--- config.mk ---
export PLATFORM = sky130hd
export DESIGN_NAME = encoder_angle_tracker_unit
export DESIGN_NICKNAME = d
export VERILOG_FILES = /design/src/sv/eat_pkg.sv /design/src/sv/encoder_angle_tracker_unit.sv /design/src/sv/eat_sequencer.sv /design/src/sv/eat_datapath.sv
export VERILOG_INCLUDE_DIRS = /design/src /design/src/sv
export SDC_FILE = /design/constraint.sdc
export NUM_CORES = 1
export LEC_CHECK = 0
export BUFFER_PORTS_ARGS = -buffer_cell sky130_fd_sc_hd__clkbuf_2
export CAP_MARGIN = 30
export CORE_MARGIN = 1.5
export CORE_UTILIZATION = 35
export CTS_BUF_LIST = sky130_fd_sc_hd__clkbuf_16
export DETAILED_ROUTE_END_ITERATION = 10
export GPL_TIMING_DRIVEN = 1
export MAX_ROUTING_LAYER = met4
export PLACE_DENSITY = 0.6
export SYNTH_ARGS = -nofsm -noshare
export SYNTH_HDL_FRONTEND = slang
export SYNTH_SLANG_ARGS = --single-unit
--- constraint.sdc ---
create_clock -name i_clk -period 6.9 [get_ports i_clk]
set_input_delay 0.69 -clock i_clk [delete_from_list [all_inputs] [get_ports i_clk]]
set_output_delay 0.69 -clock i_clk [all_outputs]
set_load 0.02 [all_outputs]
--- src/sv/assert_macros.svh ---
// Assertion macros used by the top-level RTL file of the encoder angle tracker.
`ifndef ASSERT_MACROS_SVH
`define ASSERT_MACROS_SVH

`ifndef NO_ASSERTIONS
`define ASSERT_CLK(lbl, clk, rstn, prop, msg) \
    lbl: assert property (@(posedge clk) disable iff (!rstn) prop) else $error(msg);
`define ASSERT_NEVER(lbl, clk, rstn, cond, msg) \
    lbl: assert property (@(posedge clk) disable iff (!rstn) !(cond)) else $error(msg);
`else
`define ASSERT_CLK(lbl, clk, rstn, prop, msg)
`define ASSERT_NEVER(lbl, clk, rstn, cond, msg)
`endif

`endif

--- src/sv/eat_pkg.sv ---
// Package: constants, control word types and microcode ROM of the encoder angle tracker.
`default_nettype none

package eat_pkg;

    localparam int ANGLE_BITS      = 12;
    localparam int COUNTS_PER_TURN = 1 << ANGLE_BITS;
    localparam int REV_BITS        = ANGLE_BITS + 1;
    localparam int WRAP_LIMIT      = (4 * COUNTS_PER_TURN) / 5;
    localparam int HALF_TURN       = COUNTS_PER_TURN / 2;
    localparam int TURN_BITS_DEF   = 20;
    localparam int TICK_BITS       = 32;
    localparam int POLE_BITS       = 7;
    localparam int TPS_BITS        = 20;
    localparam int DIV_STEPS       = 32;
    localparam int DIV_CNT_BITS    = $clog2(DIV_STEPS);

    localparam logic [POLE_BITS-1:0] POLE_PAIRS_RST = POLE_BITS'(7);
    localparam logic [TPS_BITS-1:0]  TPS_RST        = TPS_BITS'(1000000);

    typedef enum logic [1:0] {
        REG_ZERO_OFFSET = 2'd0,
        REG_POLE_PAIRS  = 2'd1,
        REG_TICKS_PER_S = 2'd2
    } t_reg_idx;

    typedef logic [2:0] t_pc;

    localparam t_pc PC_LOAD = 3'd0;
    localparam t_pc PC_DIFF = 3'd1;
    localparam t_pc PC_MUL  = 3'd2;
    localparam t_pc PC_DIV  = 3'd3;
    localparam t_pc PC_OUT  = 3'd4;

    typedef enum logic [1:0] {
        WAIT_NONE  = 2'd0,
        WAIT_INPUT = 2'd1,
        WAIT_DIV   = 2'd2,
        WAIT_OUT   = 2'd3
    } t_wait;

    typedef enum logic [1:0] {
        JMP_NEVER      = 2'd0,
        JMP_ALWAYS     = 2'd1,
        JMP_TICKS_ZERO = 2'd2
    } t_jump;

    typedef struct packed {
        logic  in_ready;
        logic  ld_diff;
        logic  ld_mul;
        logic  div_step;
        logic  ld_out;
        t_wait wait_sel;
        t_jump jump_sel;
        t_pc   target;
    } t_ctl;

    typedef struct packed {
        logic in_valid;
        logic ticks_zero;
        logic div_busy;
        logic out_busy;
    } t_status;

    function automatic t_ctl ucode(input t_pc pc);
        t_ctl w;
        w.in_ready = 1'b0;
        w.ld_diff  = 1'b0;
        w.ld_mul   = 1'b0;
        w.div_step = 1'b0;
        w.ld_out   = 1'b0;
        w.wait_sel = WAIT_NONE;
        w.jump_sel = JMP_NEVER;
        w.target   = PC_LOAD;
        case (pc)
            PC_LOAD: begin
                w.in_ready = 1'b1;
                w.wait_sel = WAIT_INPUT;
            end
            PC_DIFF: begin
                w.ld_diff = 1'b1;
            end
            PC_MUL: begin
                w.ld_mul   = 1'b1;
                w.jump_sel = JMP_TICKS_ZERO;
                w.target   = PC_OUT;
            end
            PC_DIV: begin
                w.div_step = 1'b1;
                w.wait_sel = WAIT_DIV;
            end
            PC_OUT: begin
                w.ld_out   = 1'b1;
                w.wait_sel = WAIT_OUT;
                w.jump_sel = JMP_ALWAYS;
                w.target   = PC_LOAD;
            end
            default: begin
                w.jump_sel = JMP_ALWAYS;
                w.target   = PC_LOAD;
            end
        endcase
        return w;
    endfunction

endpackage

`default_nettype wire

--- src/sv/encoder_angle_tracker_unit.sv ---
// Top level of the encoder angle tracker: ports, configuration registers and assertions.
`default_nettype none

// Takes one sensor sample (raw angle, elapsed timer ticks) per input transaction and returns
// one result: multi-turn position, electrical angle and signed speed in counts per second.
// A sample with nonzero elapsed ticks passes one accept step, two compute steps, 32 steps
// of the one-bit-per-cycle restoring divider and one output step, which loads the result
// register. With zero elapsed ticks the divider steps are skipped.
// The output step stalls while the previous result still waits in the output register.
// The next sample is taken while the previous result still waits in the output register.
// The turn count wraps within TURN_BITS bits; position wraps modulo 2^32.
// Configuration is written through the cfg channel, index 0 zero offset, 1 pole pairs,
// 2 ticks per second; index 3 is ignored. Write it only while the block is idle.
module encoder_angle_tracker_unit #(
    parameter int TURN_BITS = eat_pkg::TURN_BITS_DEF
) (
    input  wire logic        i_clk,
    input  wire logic        i_rst_n,
    input  wire logic        i_s_tvalid,
    output logic             o_s_tready,
    input  wire logic [47:0] i_s_tdata,   // raw_angle[11:0], elapsed_ticks[43:12], zero pad
    output logic             o_m_tvalid,
    input  wire logic        i_m_tready,
    output logic [79:0]      o_m_tdata,   // position[31:0], electrical_angle[43:32],
                                          // speed[75:44], zero pad
    output logic [0:0]       o_m_tuser,   // speed_valid[0]
    input  wire logic        i_cfg_valid,
    output logic             o_cfg_ready,
    input  wire logic [1:0]  i_cfg_index,
    input  wire logic [19:0] i_cfg_data
);

    `include "assert_macros.svh"

    logic [eat_pkg::ANGLE_BITS-1:0] r_zero_offset;
    logic [eat_pkg::POLE_BITS-1:0]  r_pole_pairs;
    logic [eat_pkg::TPS_BITS-1:0]   r_tps;

    eat_pkg::t_ctl    w_ctl;
    eat_pkg::t_pc     w_pc;
    eat_pkg::t_status w_dp_status;
    eat_pkg::t_status w_status;
    logic             w_accept;
    logic [31:0]      w_position;
    logic [eat_pkg::ANGLE_BITS-1:0] w_elec;
    logic [31:0]      w_speed;
    logic             w_speed_valid;

    assign o_cfg_ready = 1'b1;

    always_ff @(posedge i_clk) begin
        if (!i_rst_n) begin
            r_zero_offset <= '0;
            r_pole_pairs  <= eat_pkg::POLE_PAIRS_RST;
            r_tps         <= eat_pkg::TPS_RST;
        end else if (i_cfg_valid) begin
            unique case (i_cfg_index)
                eat_pkg::REG_ZERO_OFFSET: r_zero_offset <= i_cfg_data[eat_pkg::ANGLE_BITS-1:0];
                eat_pkg::REG_POLE_PAIRS:  r_pole_pairs  <= i_cfg_data[eat_pkg::POLE_BITS-1:0];
                eat_pkg::REG_TICKS_PER_S: r_tps         <= i_cfg_data;
                default: ;
            endcase
        end
    end

    assign o_s_tready = w_ctl.in_ready;
    assign w_accept   = i_s_tvalid && w_ctl.in_ready;

    assign w_status.in_valid   = i_s_tvalid;
    assign w_status.ticks_zero = w_dp_status.ticks_zero;
    assign w_status.div_busy   = w_dp_status.div_busy;
    assign w_status.out_busy   = w_dp_status.out_busy;

    eat_sequencer u_seq (
        .i_clk    (i_clk),
        .i_rst_n  (i_rst_n),
        .i_status (w_status),
        .o_ctl    (w_ctl),
        .o_pc     (w_pc)
    );

    eat_datapath #(
        .TURN_BITS (TURN_BITS)
    ) u_dp (
        .i_clk              (i_clk),
        .i_rst_n            (i_rst_n),
        .i_ctl              (w_ctl),
        .i_accept           (w_accept),
        .i_raw_angle        (i_s_tdata[11:0]),
        .i_elapsed_ticks    (i_s_tdata[43:12]),
        .i_zero_offset      (r_zero_offset),
        .i_pole_pairs       (r_pole_pairs),
        .i_ticks_per_second (r_tps),
        .i_out_ready        (i_m_tready),
        .o_status           (w_dp_status),
        .o_out_valid        (o_m_tvalid),
        .o_position         (w_position),
        .o_electrical_angle (w_elec),
        .o_speed            (w_speed),
        .o_speed_valid      (w_speed_valid)
    );

    assign o_m_tdata = {4'd0, w_speed, w_elec, w_position};
    assign o_m_tuser = w_speed_valid;

    `ASSERT_CLK(a_ready_at_load, i_clk, i_rst_n, o_s_tready |-> (w_pc == eat_pkg::PC_LOAD), "input ready outside load step")
    `ASSERT_CLK(a_accept_to_diff, i_clk, i_rst_n, w_accept |=> (w_pc == eat_pkg::PC_DIFF), "accepted sample not followed by compute step")
    `ASSERT_CLK(a_result_from_out, i_clk, i_rst_n, $rose(o_m_tvalid) |-> ($past(w_pc) == eat_pkg::PC_OUT), "result valid raised outside output step")

endmodule

`default_nettype wire

--- src/sv/eat_sequencer.sv ---
// Microcode sequencer: step counter, control ROM lookup, wait and jump logic.
`default_nettype none

module eat_sequencer (
    input  wire logic             i_clk,
    input  wire logic             i_rst_n,
    input  wire eat_pkg::t_status i_status,
    output eat_pkg::t_ctl         o_ctl,
    output eat_pkg::t_pc          o_pc
);

    eat_pkg::t_pc  r_pc;
    eat_pkg::t_pc  n_pc;
    eat_pkg::t_ctl w_ctl;
    logic          w_wait;
    logic          w_jump;

    assign w_ctl = eat_pkg::ucode(r_pc);

    always_comb begin
        unique case (w_ctl.wait_sel)
            eat_pkg::WAIT_NONE:  w_wait = 1'b0;
            eat_pkg::WAIT_INPUT: w_wait = !i_status.in_valid;
            eat_pkg::WAIT_DIV:   w_wait = i_status.div_busy;
            eat_pkg::WAIT_OUT:   w_wait = i_status.out_busy;
            default:             w_wait = 1'b0;
        endcase
    end

    always_comb begin
        unique case (w_ctl.jump_sel)
            eat_pkg::JMP_NEVER:      w_jump = 1'b0;
            eat_pkg::JMP_ALWAYS:     w_jump = 1'b1;
            eat_pkg::JMP_TICKS_ZERO: w_jump = i_status.ticks_zero;
            default:                 w_jump = 1'b0;
        endcase
    end

    always_comb begin
        if (w_wait) begin
            n_pc = r_pc;
        end else if (w_jump) begin
            n_pc = w_ctl.target;
        end else begin
            n_pc = r_pc + 3'd1;
        end
    end

    always_ff @(posedge i_clk) begin
        if (!i_rst_n) begin
            r_pc <= eat_pkg::PC_LOAD;
        end else begin
            r_pc <= n_pc;
        end
    end

    assign o_ctl = w_ctl;
    assign o_pc  = r_pc;

endmodule

`default_nettype wire

--- src/sv/eat_datapath.sv ---
// Datapath: turn tracking, position, electrical angle, speed multiply and restoring divider.
`default_nettype none

module eat_datapath #(
    parameter int TURN_BITS = eat_pkg::TURN_BITS_DEF
) (
    input  wire logic                              i_clk,
    input  wire logic                              i_rst_n,
    input  wire eat_pkg::t_ctl                     i_ctl,
    input  wire logic                              i_accept,
    input  wire logic [eat_pkg::ANGLE_BITS-1:0]    i_raw_angle,
    input  wire logic [eat_pkg::TICK_BITS-1:0]     i_elapsed_ticks,
    input  wire logic [eat_pkg::ANGLE_BITS-1:0]    i_zero_offset,
    input  wire logic [eat_pkg::POLE_BITS-1:0]     i_pole_pairs,
    input  wire logic [eat_pkg::TPS_BITS-1:0]      i_ticks_per_second,
    input  wire logic                              i_out_ready,
    output eat_pkg::t_status                       o_status,
    output logic                                   o_out_valid,
    output logic [31:0]                            o_position,
    output logic [eat_pkg::ANGLE_BITS-1:0]         o_electrical_angle,
    output logic [31:0]                            o_speed,
    output logic                                   o_speed_valid
);

    localparam int AB = eat_pkg::ANGLE_BITS;
    localparam int RB = eat_pkg::REV_BITS;
    localparam int DB = RB + 1;

    logic [AB-1:0]                    r_raw;
    logic [eat_pkg::TICK_BITS-1:0]    r_ticks;
    logic [RB-1:0]                    r_last;
    logic [RB-1:0]                    r_rev;
    logic [TURN_BITS-1:0]             r_turn;
    logic [AB-1:0]                    r_wd_mag;
    logic                             r_wd_neg;
    logic [AB-1:0]                    r_m;
    logic [31:0]                      r_pos;
    logic [AB-1:0]                    r_elec;
    logic [31:0]                      r_q;
    logic [31:0]                      r_rem;
    logic [eat_pkg::DIV_CNT_BITS-1:0] r_cnt;
    logic                             r_o_valid;
    logic [31:0]                      r_o_pos;
    logic [AB-1:0]                    r_o_elec;
    logic [31:0]                      r_o_speed;
    logic                             r_o_speed_valid;

    logic [RB-1:0]                    w_rev;
    logic signed [DB-1:0]             w_d;
    logic [RB-1:0]                    w_ad;
    logic signed [DB-1:0]             w_wd;
    logic [RB-1:0]                    w_wd_abs;
    logic [31:0]                      w_prod;
    logic [AB+eat_pkg::POLE_BITS-1:0] w_eprod;
    logic [31:0]                      w_turn_ext;
    logic [31:0]                      w_sum;
    logic [32:0]                      w_rem_sh;
    logic [32:0]                      w_rem_sub;
    logic                             w_ticks_zero;
    logic                             w_out_busy;
    logic                             w_load_out;

    assign w_rev = RB'(eat_pkg::COUNTS_PER_TURN) - {1'b0, r_raw};
    assign w_d   = $signed({1'b0, w_rev}) - $signed({1'b0, r_last});
    assign w_ad  = w_d[DB-1] ? RB'(-w_d) : RB'(w_d);

    always_comb begin
        if (w_d > DB'(eat_pkg::HALF_TURN)) begin
            w_wd = w_d - DB'(eat_pkg::COUNTS_PER_TURN);
        end else if (w_d < -DB'(eat_pkg::HALF_TURN)) begin
            w_wd = w_d + DB'(eat_pkg::COUNTS_PER_TURN);
        end else begin
            w_wd = w_d;
        end
    end
    assign w_wd_abs = w_wd[DB-1] ? RB'(-w_wd) : RB'(w_wd);

    assign w_prod     = 32'(r_wd_mag) * 32'(i_ticks_per_second);
    assign w_eprod    = r_m * i_pole_pairs;
    assign w_turn_ext = 32'(signed'(r_turn));
    assign w_sum      = (w_turn_ext << AB) + 32'(r_rev);

    assign w_rem_sh  = {r_rem, r_q[31]};
    assign w_rem_sub = w_rem_sh - {1'b0, r_ticks};

    assign w_ticks_zero = (r_ticks == '0);
    assign w_out_busy   = r_o_valid && !i_out_ready;
    assign w_load_out   = i_ctl.ld_out && !w_out_busy;

    always_ff @(posedge i_clk) begin
        if (i_accept) begin
            r_raw   <= i_raw_angle;
            r_ticks <= i_elapsed_ticks;
        end
        if (i_ctl.ld_diff) begin
            r_rev    <= w_rev;
            r_wd_mag <= AB'(w_wd_abs);
            r_wd_neg <= w_wd[DB-1];
            r_m      <= AB'(w_rev - {1'b0, i_zero_offset});
        end
        if (i_ctl.ld_mul) begin
            r_q    <= w_prod;
            r_rem  <= '0;
            r_elec <= w_eprod[AB-1:0];
            r_pos  <= 32'd0 - w_sum;
        end
        if (i_ctl.div_step) begin
            if (!w_rem_sub[32]) begin
                r_rem <= w_rem_sub[31:0];
                r_q   <= {r_q[30:0], 1'b1};
            end else begin
                r_rem <= w_rem_sh[31:0];
                r_q   <= {r_q[30:0], 1'b0};
            end
        end
        if (w_load_out) begin
            r_o_pos         <= r_pos;
            r_o_elec        <= r_elec;
            r_o_speed_valid <= !w_ticks_zero;
            if (w_ticks_zero) begin
                r_o_speed <= '0;
            end else if (r_wd_neg) begin
                r_o_speed <= 32'd0 - r_q;
            end else begin
                r_o_speed <= r_q;
            end
        end
    end

    // turn state, divider count and output valid
    always_ff @(posedge i_clk) begin
        if (!i_rst_n) begin
            r_last    <= '0;
            r_turn    <= '0;
            r_cnt     <= '0;
            r_o_valid <= 1'b0;
        end else begin
            if (i_ctl.ld_diff) begin
                r_last <= w_rev;
                if (w_ad > RB'(eat_pkg::WRAP_LIMIT)) begin
                    if (w_d > 0) begin
                        r_turn <= r_turn - 1'b1;
                    end else begin
                        r_turn <= r_turn + 1'b1;
                    end
                end
            end
            if (i_ctl.ld_mul) begin
                r_cnt <= '0;
            end else if (i_ctl.div_step) begin
                r_cnt <= r_cnt + 1'b1;
            end
            if (w_load_out) begin
                r_o_valid <= 1'b1;
            end else if (i_out_ready) begin
                r_o_valid <= 1'b0;
            end
        end
    end

    assign o_status.in_valid   = 1'b0;
    assign o_status.ticks_zero = w_ticks_zero;
    assign o_status.div_busy   = (r_cnt != eat_pkg::DIV_CNT_BITS'(eat_pkg::DIV_STEPS - 1));
    assign o_status.out_busy   = w_out_busy;

    assign o_out_valid        = r_o_valid;
    assign o_position         = r_o_pos;
    assign o_electrical_angle = r_o_elec;
    assign o_speed            = r_o_speed;
    assign o_speed_valid      = r_o_speed_valid;

endmodule

`default_nettype wire

==> flow_summary.toml, run 1 <==
[min_path]
holdPathEnd = "u_dp.r_raw[10]"
hold_class = "in -> reg"
holdPathStages = 1
min-delay-start = "i_s_tdata[10]"

[synthesis]
ys.flop_type = "edfxtp_1"
synth_top_family_by_area = "adder cells"
ys_ff_latch = 348
muxShareOfSynthArea_pct = 0.9737
synthArstFlopShare_pct = 0
synth_top_cell_area_share_pct = 28.75
synth_fa_ha_area_share_pct = 24.84
synth_most_common_cell = "inv_1"
synth_xor_area_share_pct = 5.923
yosys.area_share.simple_pct = 15.13
synth.area.top_cells = "edfxtp_1 29%, fa_1 16%, ha_1 9.3%"
yosys.area.top_type = "edfxtp_1"
synth_edf_count = 267
syn-instance-count = 2901
syn-cell-area_sq_um = 27880
ys_top_cells_by_count = "394 x inv_1, 380 x nand2_1, 267 x edfxtp_1"
postSynthAreaPerCell_sq_um = 9.612
synth-seq-area-share_pct = 34.57
synth-compound-area-share_pct = 11.64
synth_cell_types = 86
synth_warnings = 0

[finish]
drive_above_1_share_pct = 10.73
finalNetCount = 3553
final_core_util_pct = 40.03
synthToLayoutAreaGrowth_pct = 13.22
final_cells = 4137

[drt]
ant_nets = 0
post_drt_via_cell_ratio = 4.903
firstDrtPassIters = 5
wire_per_inst_um = 16.02
drt-initial-drc-count = 1127
drt_wl_total_um = 66280
drc = 0
vias = 20280

[sta]
period_share_pct = 94.03
finalClockSkew_ps = 27.94
worst_pin_slew_ps = 967.4
fin_ws_ps = 411.9
slew_viol_final = 0
fin_setup_tns_ps = 0
finalHoldViolations = 0
slew_headroom_pct = 35.31
finalSetupViolations = 0
clock.fmax_ghz = 0.1541
fin_crit_ps = 6488

[floorplan]
rows = 103
initial_core_util_pct = 35.35
io_pins = 159
die_y_um = 285.3
dieArea_sq_um = 81370
core_area_sq_um = 78870
die_x_um = 285.3

[critical_path]
cp_slowest_cell = "or4_1"
r2r-start = "u_dp.r_raw[0]"
rrSetupSlack_ps = 410
worstPathArrival_ps = 6980
crit_required_ps = 7390
startpoint_type = "flop"
path_class = "reg -> reg"
reg2reg_to = "u_dp.r_turn[19]"
critPathMaxFanout = 9
cp_common_cell = "ha_1"
rr_worst_depth = 25
max_stage_delay_ps = 500
crit_path_end_kind = "flop"

[placed_design]
placed_cells = 4054
gp_congestion = 0.8630
portBuffers = 149
pre_cts_slack_ps = 67.68
detailed_place_hpwl_um = 50220

[job]
cap_violations = 0

[clock_network]
postCtsHoldBufs = 0
cts_tree = "yes"
clockRootBuffer = "clkbuf_16"
clkLatencyLatePin_ps = 580
cts_buffer_depth = 3
clkTransAtPathRegs_ps = 60
cts_sinks = 348
ctsHtreeMaxLevel = 2
cts_buffers = 42

[status]
status = "finished clean"

[grt]
grt_max_degree = 68
grt_overflow_total = 0
grt_pass1_wl_um = 107700
antenna_found_initial = 1
track_usage_pct = 16.84
grt_pass1_vias = 20400
## metal layers
| layer | global-route usage (%) | part of all wire, % |
|---|---|---|
| met1 | 22.42 | 47 |
| met5 | - | 0 |
| met2 | 26.98 | 46 |
| met4 | 3.968 | 1.9 |
| met3 | 2.520 | 4.5 |
## sequential cells by signal, summed over array words and instances, names as in the netlist
name and count:
u_seq.o_pc 3, u_dp.o_electrical_angle 12, u_dp.r_turn 20, u_dp.r_q 32
u_dp.r_cnt 5, u_dp.r_wd_neg 1, u_dp.r_pos 32, u_dp.r_m 12
u_dp.o_speed_valid 1, r_pole_pairs 7, u_dp.r_ticks 32, u_dp.o_out_valid 1
r_zero_offset 12, u_dp.o_position 32, u_dp.o_speed 32, u_dp.r_last 13
u_dp.r_rem 32, u_dp.r_wd_mag 12, u_dp.r_raw 12, u_dp.r_elec 12
r_tps 20, u_dp.r_rev 13
## cell families (layout without fill, tap and decap cells)
family	Yosys count	after routing
mux	26	26
buf+inv	505	687
xor+xnor	186	186
compound gates	514	514
fa+ha+maj	424	424
other cells	2	6
flops	348	348
simple gates	896	896
## cell usage in the layout, fill, tap and decap left out, types with 43 or more instances in the layout
master,n
inv_1,397
nand2_1,380
edfxtp_1,267
fa_1,216
ha_1,207
a21oi_1,174
nor2_1,155
clkbuf_2,149
o21ai_0,120
and2_1,111
xnor2_1,106
dfxtp_1,81
xor2_1,76
nand3_1,74
buf_4,64
a21o_1,48
clkbuf_16,43
## worst max-delay path by stage
| stage | start | slack [ps] | end |
|---|---|---|---|
| after global routing | u_dp.r_raw[0] | -20 | u_dp.r_turn[19] |
| after detailed placement | u_dp.r_raw[2] | 70 | u_dp.r_turn[19] |
| after global placement | u_dp.r_raw[3] | 120 | u_dp.r_turn[19] |
| final | u_dp.r_raw[0] | 410 | u_dp.r_turn[19] |
| after CTS | u_dp.r_raw[2] | 60 | u_dp.r_turn[19] |
| after floorplan | u_dp.r_raw[3] | 290 | u_dp.r_turn[19] |
## stage by stage
stage	hold slack (ps)	area [sq um]
global placement	403.2	29990
floorplan	400.3	27900
CTS	248.9	31480
detailed placement	404.5	30050
finish	285.0	31570
global route	255.5	31570
## final cells by class
| type | count | area [sq um] |
|---|---|---|
| clock inverter | 33 | 356.6 |
| sequential | 348 | 9639 |
| clock buffer | 43 | 1076 |
| fill | 7826 | 47300 |
| tap | 1050 | 1314 |
| multi-input combinational | 2051 | 16410 |
| antenna | 1 | 2.502 |
| inverter | 395 | 1483 |
| timing repair buffer | 216 | 1289 |
## critical path: cells and delay by family, from the launching register on
kind,cells,cell delay (ps)
compound gates,12,2990
simple gates,4,1100
buf+inv,2,300
flops,1,440
xor+xnor,3,460
fa+ha+maj,4,1100
## what timing repair did
item	in CTS	in global routing
setup buffers	0	6
setup endpoints to repair	0	5
gates resized for setup	0	7
Power of run 1 is not shown: default switching activity piles up to over one toggle a cycle in this logic, so the estimate is an artifact.
==> inputs of run 2 (changes only) <==
--- a/config.mk
+++ b/config.mk
@@ -11,10 +11,12 @@
 export CORE_MARGIN = 1.5
 export CORE_UTILIZATION = 35
 export CTS_BUF_LIST = sky130_fd_sc_hd__clkbuf_16
+export CTS_CLUSTER_SIZE = 24
 export DETAILED_ROUTE_END_ITERATION = 10
 export GPL_TIMING_DRIVEN = 1
 export MAX_ROUTING_LAYER = met4
 export PLACE_DENSITY = 0.6
+export RECOVER_POWER = 25
 export SYNTH_ARGS = -nofsm -noshare
 export SYNTH_HDL_FRONTEND = slang
 export SYNTH_SLANG_ARGS = --single-unit
==> run 2 against run 1 <==
  * Flip-flop and latch count is the same
  * Critical path depth is the same
  * Global-route usage is the same
  * Cell area is essentially flat
  * Die area is the same
  * Clock skew grew 1.2 ps
  * Worst hold slack gained 0.94 ps
  * Routed wire length shrank 0.10%
  * Via count shrank 0.19%
  * Critical endpoint unchanged
  * Largest cell class unchanged
==> flow_summary.toml, run 2 (same netlist as run 1, synthesis figures left out) <==
[status]
status = "finished clean"

[floorplan]
rows = 103
die_x_um = 285.3
io_pins = 159
dieArea_sq_um = 81370
die_y_um = 285.3
initial_core_util_pct = 35.35
core_area_sq_um = 78870

[clock_network]
cts_buffers = 42
postCtsHoldBufs = 0
clockRootBuffer = "clkbuf_16"
cts_sinks = 348
clkTransAtPathRegs_ps = 60
cts_tree = "yes"
cts_buffer_depth = 3
ctsHtreeMaxLevel = 2
clkLatencyLatePin_ps = 580

[min_path]
holdPathEnd = "u_dp.r_raw[10]"
holdPathStages = 1
hold_class = "in -> reg"
min-delay-start = "i_s_tdata[10]"

[drt]
ant_nets = 0
drt_wl_total_um = 66210
post_drt_via_cell_ratio = 4.894
drc = 0
drt-initial-drc-count = 1113
vias = 20250
firstDrtPassIters = 5
wire_per_inst_um = 16.00

[grt]
grt_pass1_wl_um = 107700
grt_pass1_vias = 20400
antenna_found_initial = 1
grt_overflow_total = 0
track_usage_pct = 16.84
grt_max_degree = 68

[job]
cap_violations = 0

[critical_path]
crit_path_end_kind = "flop"
max_stage_delay_ps = 500
reg2reg_to = "u_dp.r_turn[19]"
cp_common_cell = "ha_1"
startpoint_type = "flop"
rr_worst_depth = 25
r2r-start = "u_dp.r_raw[0]"
crit_required_ps = 7390
critPathMaxFanout = 9
critPathBufInv = 2
cp_slowest_cell = "or4_1"
worstPathArrival_ps = 6970
crit_family = "compound AO/OA/AOI/OAI gates"
rrSetupSlack_ps = 420
path_class = "reg -> reg"

[sta]
worst_pin_slew_ps = 965.5
slew_viol_final = 0
fin_crit_ps = 6482
finalClockSkew_ps = 29.17
finalSetupViolations = 0
slew_headroom_pct = 35.44
clock.fmax_ghz = 0.1543
finalHoldViolations = 0
period_share_pct = 93.95

[placed_design]
portBuffers = 149
detailed_place_hpwl_um = 50220
gp_congestion = 0.8630
placed_area_sq_um = 30050

[finish]
synthToLayoutAreaGrowth_pct = 13.11
finalNetCount = 3553
drive_above_1_share_pct = 10.14
final_cell_mix = "398 x inv_1, 380 x nand2_1, 267 x edfxtp_1, 216 x fa_1, 207 x ha_1"
mostFrequentLayoutCell = "inv_1"
final_area_sq_um = 31540
nFillCells = 7841
## run 2: how the worst max path moves through the flow
stage	from	to	slack, ps	depth (start not counted)
after floorplan	u_dp.r_raw[3]	u_dp.r_turn[19]	290	26
after global placement	u_dp.r_raw[3]	u_dp.r_turn[19]	120	24
after detailed placement	u_dp.r_raw[2]	u_dp.r_turn[19]	70	24
after CTS	u_dp.r_raw[2]	u_dp.r_turn[19]	60	24
after global routing	u_dp.r_raw[0]	u_dp.r_turn[19]	-20	25
final	u_dp.r_raw[0]	u_dp.r_turn[19]	420	25
## run 2: what timing repair did
item                       in CTS  in global routing
setup buffers                   0                  6
gates resized for setup         0                  7
setup endpoints to repair       0                  5
hold endpoints to repair        0                  0
## run 2: worst reg2reg max path: cells and delay by family (launching register included)
kind	cells	cell delay [ps]
fa+ha+maj	4	1070
buf+inv	2	300
simple gates	5	1210
xor+xnor	3	500
flops	1	440
compound gates	11	2880
## run 2: stage by stage
step | hold slack [ps] | TNS, ps | setup WS, ps | std cells | util [%]
2_1_floorplan | 400.3 | 0 | 292.0 | 2904 | -
3_3_place_gp | 403.2 | 0 | 120.7 | 4051 | 38.02
3_5_place_dp | 404.5 | 0 | 67.68 | 4054 | 38.10
4_1_cts | 248.9 | 0 | 57.25 | 4130 | 39.92
5_1_grt | 255.5 | -18.70 | -18.70 | 4137 | 39.99
6_report | 286.0 | 0 | 417.6 | 4137 | 39.99
## run 2: final cells by class
class	count	area, sq um	area share, %
clock buffers	43	1076	3.412
repair buffers	216	1257	3.987
flip-flops and latches	348	9639	30.56
diodes	1	2.502	0.007934
multi-input cells	2051	16410	52.03
well taps	1050	1314	4.166
inverters	395	1483	4.701
clock inverters	33	356.6	1.131
## run 2: per-layer routing
metal  vias up  GRT usage (%)  wire length, um
met4         0          3.968             1236
met3        77          2.520             3021
met5         -              -                0
met2       389          26.98            30790
li1      10050              -                -
met1      9729          22.42            31160
Power of run 2 is left out for the same reason.
